File: config.mk
export PLATFORM = sky130hd
export DESIGN_NAME = cmcc_dp
export DESIGN_NICKNAME = d
export VERILOG_FILES = /design/src/hdl/cmcc_pkg.sv /design/src/hdl/cmcc_dp.sv
export SDC_FILE = /design/constraint.sdc
export NUM_CORES = 2
export LEC_CHECK = 0
export BUFFER_PORTS_ARGS = -buffer_cell sky130_fd_sc_hd__buf_2
export CELL_PAD_IN_SITES_DETAIL_PLACEMENT = 2
export CELL_PAD_IN_SITES_GLOBAL_PLACEMENT = 2
export CORE_MARGIN = 5
export CORE_UTILIZATION = 54
export DETAILED_ROUTE_END_ITERATION = 16
export PLACE_DENSITY = 0.83
export SLEW_MARGIN = 30
export SYNTH_ARGS = -nofsm -noshare
export SYNTH_HDL_FRONTEND = slang
export SYNTH_SLANG_ARGS = --single-unit
File: constraint.sdc
create_clock -name clock -period 27.7 [get_ports clock]
set_input_delay 2.77 -clock clock [delete_from_list [all_inputs] [get_ports clock]]
set_output_delay 2.77 -clock clock [all_outputs]
set_load 0.02 [all_outputs]
File: src/hdl/cmcc_pkg.sv
// Types and constants shared by the membership change checker.
// No dependencies.
package cmcc_pkg;

   localparam int RULE_COUNT = 11;

   typedef enum logic [1:0] {
      CMD_ADD_VOTER    = 2'd0,
      CMD_ADD_OBSERVER = 2'd1,
      CMD_ADD_WITNESS  = 2'd2,
      CMD_REMOVE       = 2'd3
   } command_type;

   localparam logic [1:0] ROLE_VOTER    = 2'd0;
   localparam logic [1:0] ROLE_OBSERVER = 2'd1;
   localparam logic [1:0] ROLE_WITNESS  = 2'd2;

   localparam int RULE_STALE        = 0;
   localparam int RULE_REMOVED      = 1;
   localparam int RULE_EXISTING     = 2;
   localparam int RULE_VOTER_AS_OBS = 3;
   localparam int RULE_VOTER_AS_WIT = 4;
   localparam int RULE_WIT_AS_VOTER = 5;
   localparam int RULE_WIT_AS_OBS   = 6;
   localparam int RULE_OBS_AS_WIT   = 7;
   localparam int RULE_LAST_VOTER   = 8;
   localparam int RULE_PROMOTION    = 9;
   localparam int RULE_FULL         = 10;

   typedef struct packed {
      command_type command;
      logic [63:0] node_id;
      logic [63:0] address_token;
      logic [63:0] expected_change_id;
      logic        initialize;
      logic [63:0] log_index;
   } req_type;

   typedef struct packed {
      logic                  accepted;
      logic [RULE_COUNT-1:0] reject_mask;
   } rsp_type;

   typedef enum logic [2:0] {
      ST_IDLE,
      ST_SCAN_MEMBER,
      ST_SCAN_REMOVED,
      ST_DECIDE,
      ST_REMOVE,
      ST_RESPOND
   } state_type;

   typedef struct packed {
      logic load;
      logic scan_member;
      logic scan_removed;
      logic decide;
      logic remove_step;
      logic respond;
   } cmd_type;

   typedef struct packed {
      logic member_last;
      logic removed_last;
      logic accept;
      logic is_remove;
      logic remove_last;
   } status_type;

endpackage

File: src/hdl/cmcc_dp.sv
// Datapath: member and removed stores, scan, rule check and update.
// Depends on cmcc_pkg.
module cmcc_dp
   import cmcc_pkg::*;
#(
   parameter int MEMBER_ENTRIES  = 16,
   parameter int REMOVED_ENTRIES = 16,
   parameter int ADDRESS_BITS    = 64
) (
   input  logic       clock,
   input  logic       reset,
   input  logic       csr_write,
   input  logic       csr_data,
   input  req_type    req_data,
   output rsp_type    rsp_data,
   input  cmd_type    cmd,
   output status_type status
);

   localparam int MW = (MEMBER_ENTRIES > 1) ? $clog2(MEMBER_ENTRIES) : 1;
   localparam int RW = (REMOVED_ENTRIES > 1) ? $clog2(REMOVED_ENTRIES) : 1;
   localparam int VW = $clog2(MEMBER_ENTRIES + 1);

   logic                    mode_ff;
   logic [MEMBER_ENTRIES-1:0]  mvalid_ff;
   logic [63:0]             mnode_ff [MEMBER_ENTRIES];
   logic [ADDRESS_BITS-1:0] maddr_ff [MEMBER_ENTRIES];
   logic [1:0]              mrole_ff [MEMBER_ENTRIES];
   logic [REMOVED_ENTRIES-1:0] rvalid_ff;
   logic [63:0]             rnode_ff [REMOVED_ENTRIES];
   logic [63:0]             applied_ff;
   logic [VW-1:0]           voters_ff;

   req_type                 req_ff;
   logic [ADDRESS_BITS-1:0] addr;
   logic [MW-1:0]           midx_ff;
   logic [RW-1:0]           ridx_ff;
   logic                    hit_ff, free_m_ff, clash_ff, in_rem_ff, free_r_ff;
   logic [MW-1:0]           hit_idx_ff, free_m_idx_ff;
   logic [RW-1:0]           free_r_idx_ff;
   logic [1:0]              hit_role_ff;
   logic [ADDRESS_BITS-1:0] hit_addr_ff;
   logic                    stale_ff;
   rsp_type                 rsp_ff;

   logic [RULE_COUNT-1:0]   mask;
   logic                    is_add, is_v, is_o, is_w, promo, same_addr, existing;
   command_type             c;

   assign addr = req_ff.address_token[ADDRESS_BITS-1:0];
   assign c = req_ff.command;
   assign is_add = c != CMD_REMOVE;
   assign is_v = hit_ff && hit_role_ff == ROLE_VOTER;
   assign is_o = hit_ff && hit_role_ff == ROLE_OBSERVER;
   assign is_w = hit_ff && hit_role_ff == ROLE_WITNESS;
   assign same_addr = hit_addr_ff == addr;
   assign promo = c == CMD_ADD_VOTER && is_o && same_addr;

   always_comb begin
      mask = '0;
      existing = (c == CMD_ADD_VOTER && is_v) || (c == CMD_ADD_OBSERVER && is_o)
              || (c == CMD_ADD_WITNESS && is_w) || (!promo && is_add && clash_ff);
      mask[RULE_STALE]        = stale_ff;
      mask[RULE_REMOVED]      = is_add && in_rem_ff;
      mask[RULE_EXISTING]     = existing;
      mask[RULE_VOTER_AS_OBS] = c == CMD_ADD_OBSERVER && is_v;
      mask[RULE_VOTER_AS_WIT] = c == CMD_ADD_WITNESS && is_v;
      mask[RULE_WIT_AS_VOTER] = c == CMD_ADD_VOTER && is_w;
      mask[RULE_WIT_AS_OBS]   = c == CMD_ADD_OBSERVER && is_w;
      mask[RULE_OBS_AS_WIT]   = c == CMD_ADD_WITNESS && is_o;
      mask[RULE_LAST_VOTER]   = c == CMD_REMOVE && voters_ff == VW'(1) && is_v;
      mask[RULE_PROMOTION]    = c == CMD_ADD_VOTER && is_o && !same_addr;
      mask[RULE_FULL]         = (is_add && !hit_ff && !free_m_ff)
                             || (!is_add && !in_rem_ff && !free_r_ff);
   end

   assign status.member_last  = midx_ff == MW'(MEMBER_ENTRIES - 1);
   assign status.removed_last = ridx_ff == RW'(REMOVED_ENTRIES - 1);
   assign status.accept       = mask == '0;
   assign status.is_remove    = !is_add;
   assign status.remove_last  = midx_ff == MW'(MEMBER_ENTRIES - 1);
   assign rsp_data = rsp_ff;

   always_ff @(posedge clock) begin
      if (reset) begin
         mode_ff    <= 1'b0;
         mvalid_ff  <= '0;
         rvalid_ff  <= '0;
         applied_ff <= '0;
         voters_ff  <= '0;
      end else begin
         if (csr_write) mode_ff <= csr_data;
         if (cmd.decide && mask == '0) begin
            applied_ff <= req_ff.log_index;
            if (is_add) begin
               if (hit_ff) begin
                  if (hit_role_ff == ROLE_VOTER && voters_ff != '0 && c != CMD_ADD_VOTER)
                     voters_ff <= voters_ff - VW'(1);
                  else if (hit_role_ff != ROLE_VOTER && c == CMD_ADD_VOTER)
                     voters_ff <= voters_ff + VW'(1);
               end else if (c == CMD_ADD_VOTER) begin
                  voters_ff <= voters_ff + VW'(1);
               end
               if (hit_ff) mvalid_ff[hit_idx_ff] <= 1'b1;
               else mvalid_ff[free_m_idx_ff] <= 1'b1;
            end else if (!in_rem_ff) begin
               rvalid_ff[free_r_idx_ff] <= 1'b1;
            end
         end
         if (cmd.remove_step && mvalid_ff[midx_ff]
             && mnode_ff[midx_ff] == req_ff.node_id) begin
            mvalid_ff[midx_ff] <= 1'b0;
            if (mrole_ff[midx_ff] == ROLE_VOTER && voters_ff != '0)
               voters_ff <= voters_ff - VW'(1);
         end
      end
   end

   always_ff @(posedge clock) begin
      if (cmd.decide && mask == '0) begin
         if (is_add) begin
            if (hit_ff) begin
               mnode_ff[hit_idx_ff] <= req_ff.node_id;
               maddr_ff[hit_idx_ff] <= addr;
               mrole_ff[hit_idx_ff] <= c;
            end else begin
               mnode_ff[free_m_idx_ff] <= req_ff.node_id;
               maddr_ff[free_m_idx_ff] <= addr;
               mrole_ff[free_m_idx_ff] <= c;
            end
         end else if (!in_rem_ff) begin
            rnode_ff[free_r_idx_ff] <= req_ff.node_id;
         end
      end
   end

   // scan and control-side registers
   always_ff @(posedge clock) begin
      if (cmd.load) begin
         req_ff    <= req_data;
         midx_ff   <= '0;
         ridx_ff   <= '0;
         hit_ff    <= 1'b0;
         free_m_ff <= 1'b0;
         clash_ff  <= 1'b0;
         in_rem_ff <= 1'b0;
         free_r_ff <= 1'b0;
         stale_ff  <= mode_ff && !req_data.initialize
                   && applied_ff != req_data.expected_change_id;
      end
      if (cmd.scan_member) begin
         if (mvalid_ff[midx_ff]) begin
            if (!hit_ff && mnode_ff[midx_ff] == req_ff.node_id) begin
               hit_ff      <= 1'b1;
               hit_idx_ff  <= midx_ff;
               hit_role_ff <= mrole_ff[midx_ff];
               hit_addr_ff <= maddr_ff[midx_ff];
            end
            if (maddr_ff[midx_ff] == addr) clash_ff <= 1'b1;
         end else if (!free_m_ff) begin
            free_m_ff     <= 1'b1;
            free_m_idx_ff <= midx_ff;
         end
         midx_ff <= status.member_last ? '0 : midx_ff + MW'(1);
      end
      if (cmd.scan_removed) begin
         if (rvalid_ff[ridx_ff]) begin
            if (rnode_ff[ridx_ff] == req_ff.node_id) in_rem_ff <= 1'b1;
         end else if (!free_r_ff) begin
            free_r_ff     <= 1'b1;
            free_r_idx_ff <= ridx_ff;
         end
         ridx_ff <= status.removed_last ? '0 : ridx_ff + RW'(1);
      end
      if (cmd.decide) begin
         rsp_ff.accepted    <= mask == '0;
         rsp_ff.reject_mask <= mask;
      end
      if (cmd.remove_step)
         midx_ff <= status.remove_last ? '0 : midx_ff + MW'(1);
   end

   a_accept_empty: assert property (@(posedge clock) disable iff (reset)
      cmd.decide |=> rsp_ff.accepted == (rsp_ff.reject_mask == '0))
      else $error("accept flag disagrees with mask");
   a_voters_bound: assert property (@(posedge clock) disable iff (reset)
      voters_ff <= VW'($countones(mvalid_ff))) else $error("voter count too high");
   a_hit_valid: assert property (@(posedge clock) disable iff (reset)
      (cmd.decide && hit_ff) |-> mvalid_ff[hit_idx_ff]) else $error("hit on free entry");

endmodule
==> results of run 1 <==
==> Yosys cell counts, types with 8 or more instances <==
library cell / n
buf_2: 85
a32oi_1: 10
dfxtp_1: 115
nor2b_1: 31
and2_1: 13
mux2_2: 29
a22oi_1: 51
xor2_1: 199
buf_6: 13
mux2i_1: 287
nand3_1: 33
o21ai_0: 50
o2111ai_1: 9
nor3b_1: 13
o22ai_1: 22
a21oi_1: 57
clkbuf_1: 106
nand4_1: 45
nand2_1: 125
buf_1: 44
a31oi_1: 16
xnor2_1: 104
mux4_2: 827
buf_4: 46
nand2b_1: 19
edfxtp_1: 3397
inv_1: 38
a211oi_1: 12
a221oi_1: 11
ha_1: 8
nor3_1: 40
and3_1: 38
o32ai_1: 9
nor2_1: 198
nor4_1: 63
nand3b_1: 14
a21o_1: 12
or3_1: 8
==> through the flow <==
stage | hold slack (ps) | area (µm²) | worst slack (ps) | std cells
floorplan | 422 | 136000 | 14410 | 6314
global placement | 444 | 142000 | 19580 | 9854
==> kinds of logic after synthesis <==
kind of cell             after synthesis  share of synthesized area, %
flip-flops                          3512                          76.5
multiplexers                        1144                          16.0
AND/OR/NAND/NOR                      670                          2.50
AO/OA/AOI/OAI                        340                          1.76
buffers and inverters                337                          1.21
XOR/XNOR                             303                          1.95
adder cells (fa/ha/maj)                8                        0.0734
==> impl_metrics.yaml, run 1 <==
floorplanning:
  die_h_um: 513
  initial_core_util_pct: 54.2
  rows: 184
  die_w_um: 513
  pin_count: 286
synth:
  synth.area.top_cells: "edfxtp_1 (75%), mux4_2 (14%), mux2i_1 (2.1%)"
  synth-edff-count: 3397
  synth_ff_type: "edfxtp_1"
  ys_types: 85
  yosysTopAreaCellShare_pct: 74.8
  avgSynthCellArea_um2: 21.6
  synth_area_leader_cell: "edfxtp_1"
  syn_inst: 6314
  async_flop_share_pct: 0
  syn_area_um2: 136000
  syn-num-nets: 6591
  ys_seq_elements: 3512
  ys_seq_area_share_pct: 76.5
  yosys_warnings: 0
status:
  run_status: "aborted with a tool error"
  stop_stage: "detailed placement"
  error: "[ERROR DPL-0033] detailed placement checks failed during check placement."
place:
  globalplace.congestion: 0.838
  dpl.hpwl_mm: 326
  io_buffer_count: 284
==> run 2: changes to the inputs <==
--- a/config.mk
+++ b/config.mk
@@ -6,12 +6,10 @@
 export NUM_CORES = 2
 export LEC_CHECK = 0
 export BUFFER_PORTS_ARGS = -buffer_cell sky130_fd_sc_hd__buf_2
-export CELL_PAD_IN_SITES_DETAIL_PLACEMENT = 2
-export CELL_PAD_IN_SITES_GLOBAL_PLACEMENT = 2
 export CORE_MARGIN = 5
-export CORE_UTILIZATION = 54
+export CORE_UTILIZATION = 40
 export DETAILED_ROUTE_END_ITERATION = 16
-export PLACE_DENSITY = 0.83
+export PLACE_DENSITY_LB_ADDON = 0.15
 export SLEW_MARGIN = 30
 export SYNTH_ARGS = -nofsm -noshare
 export SYNTH_HDL_FRONTEND = slang
==> run 2 against run 1 <==
Net effect: the flow now finishes without violations; synthesized cell count stayed put; area after synthesis stayed put.
==> impl_metrics.yaml, run 2 <==
status:
  run_status: "completed"
worst_setup_path:
  critPathBufInv: 2
  cp_max_fo: 18
  ff2ff_path_depth: 12
  cpPeakStageDelay_ps: 800
  rrSetupSlack_ps: 20640
  cp_slowest_cell: "nor4_1"
  critPathLaunchType: "flop"
  critPathKind: "flop to output port"
  required_ps: 24930
  rr_endpoint: "hit_addr_ff[45]$_DFFE_PP_"
  path_cells: "xor2_1 > nor4_1 > nand4_1 > nor4_2 > buf_4 > nor3_1 > nor2b_1 > buf_2"
  worstPathArrival_ps: 4330
  cp_num_cells: 8
  critPathTopFamily: "simple AND/OR/NAND/NOR gates"
  crit_end: "status[2]"
  crit_path_start: "addr[1]$_DFFE_PP_"
  end_kind: "output port"
synth:
  ys_seq_area_share_pct: 76.5
  synth-compound-area-share_pct: 1.76
  ys_types: 85
  syn_area_um2: 136000
  synthAdderAreaFrac_pct: 0.0734
  ys_seq_elements: 3512
  synthMuxAreaShare_pct: 16.0
  avgSynthCellArea_um2: 21.6
  synth_top_family_by_area: "multiplexers"
  async_flop_share_pct: 0
  synth_xor_area_share_pct: 1.95
  syn_inst: 6314
  synth_most_common_cell: "edfxtp_1"
  syn-num-nets: 6591
  yosysTopAreaCellShare_pct: 74.8
  synth-edff-count: 3397
  synth_simple_gate_area_share_pct: 2.50
  yosys_warnings: 0
  synth_area_leader_cell: "edfxtp_1"
  synth.area.top_cells: "edfxtp_1 (75%), mux4_2 (14%), mux2i_1 (2.1%)"
  synth_ff_type: "edfxtp_1"
  synthTopCellsByCount: "edfxtp_1 (3397), mux4_2 (827), mux2i_1 (287)"
detailed_routing:
  final_antenna_net_count: 0
  vias_per_cell: 5.61
  wl_per_cell_um: 30.7
  remaining_drc_errors: 0
  wirelength_mm: 361
  vias: 66100
  first_pass_iters: 5
  first_iter_violations: 6239
place:
  placedCellCount: 11100
  io_buffer_count: 284
  globalplace.congestion: 0.790
  dpl.hpwl_mm: 200
clocking:
  hold_buffers: 0
  cts_tree: "built"
  ctsResizeCount: 0
  cts_made_buffers: 380
  ctsLongestPathBuffers: 4
  htree_levels: 5
  post_cts_buffers: 0
  cts.sinks: 3512
  clock-root-buffer: "clkbuf_16"
  cts.clk_slew.worst_paths_ps: 60
  clk_latency_ps: 960
timing:
  setup_violations: 0
  setup_tns_ps: 0
  fin_skew_ps: 92.9
  worst_pin_slew_ps: 1020
  fin_crit_sh_pct: 25.6
  drv_slew: 0
  slew_headroom_pct: 32.0
  hold_violations: 0
  grt_setup_unrepaired: "no"
  layout_min_cycle_time_ps: 7100
  fmax_mhz: 141
hold_path:
  hold_class: "flop to flop"
floorplanning:
  pin_count: 286
  die-area_um2: 353000
  die_h_um: 594
  rows: 214
  die_w_um: 594
  initial_core_util_pct: 40.1
  core_um2: 340000
grt:
  grt_pass1_wl_mm: 516
  track_usage_pct: 20.1
  grt_overflow_total: 0
  antenna_found_initial: 25
  grt_max_degree: 97
  grt_pass1_vias: 69100
final_layout:
  layout_common_cells: "edfxtp_1 (3397), mux4_2 (827), clkbuf_16 (387), mux2i_1 (287), buf_2 (282)"
  final_common_cell: "edfxtp_1"
  drive_gt1_share_pct: 27.0
  area_delta_synth_final_pct: 14.7
  reg_top3: "maddr_ff: 1024 flops, mnode_ff: 1024 flops, rnode_ff: 1024 flops"
  final_cells: 11800
  fin_nets: 7187
pwr:
  p_leak_nw: 50.2
  ir_worst_vdd_v: 0.0000537
  power_density_nw_per_um2: 85.4
flow_run:
  maxCapViolCount: 0
run 2: worst min-delay path by stage:
stage | start | to | depth (start not counted)
finish | req_ff[15]$_DFFE_PP_ | applied_ff[15]$_SDFFE_PP0N_ | 2
global route | rvalid_ff[5]$_SDFFE_PP0P_ | rvalid_ff[5]$_SDFFE_PP0P_ | 2
CTS | rvalid_ff[14]$_SDFFE_PP0P_ | rvalid_ff[14]$_SDFFE_PP0P_ | 2
detailed placement | rvalid_ff[14]$_SDFFE_PP0P_ | rvalid_ff[14]$_SDFFE_PP0P_ | 2
global placement | rvalid_ff[3]$_SDFFE_PP0P_ | rvalid_ff[3]$_SDFFE_PP0P_ | 2
floorplan | stale_ff$_DFFE_PP_ | rsp_data[0]$_DFFE_PP_ | 0
run 2: metal layers:
metal	GRT usage [%]	vias up	share of wire (%)
met2	34.2	1930	50
li1	-	27600	-
met5	0	-	0
met3	2.36	459	5.0
met1	27.9	36100	42
met4	4.91	0	2.4
run 2: power breakdown:
| group | internal, W | switching, W |
|---|---|---|
| Sequential | 0.00596 | 0.000111 |
| Clock | 0.00290 | 0.00208 |
| Combinational | 0.000963 | 0.00132 |
run 2: worst reg2reg max path: cells and delay by family (launching register included):
kind,cells,cell delay (ps)
buf+inv,4,2770
compound gates,1,250
simple gates,4,1880
flops,1,790
xor+xnor,1,110
mux,2,760
run 2: area by class of cell:
class | instances | area, µm²
diodes | 10 | 25.0
clock buffers | 478 | 10100
clock inverters | 217 | 2100
fillers | 28500 | 183000
inverters | 42 | 168
multi-input cells | 2465 | 30700
flip-flops and latches | 3512 | 104000
well taps | 4536 | 5680
repair buffers | 509 | 3300
run 2: cell families after synthesis:
family	after synthesis
XOR/XNOR	303
multiplexers	1144
buffers and inverters	337
adder cells (fa/ha/maj)	8
flip-flops	3512
AND/OR/NAND/NOR	670
AO/OA/AOI/OAI	340
run 2: through the flow:
step	hold slack [ps]	power [W]	area, µm²	util, %	setup WS (ps)
after floorplan	422	0.00774	136000	-	14410
after global placement	451	0.00850	144000	42.4	20330
after detailed placement	456	0.00851	144000	42.4	20440
after CTS	470	0.0135	156000	46.0	20390
after global routing	489	0.0139	156000	46.0	20330
final	470	0.0133	156000	46.0	20600
(Power assumes the default switching activity.)
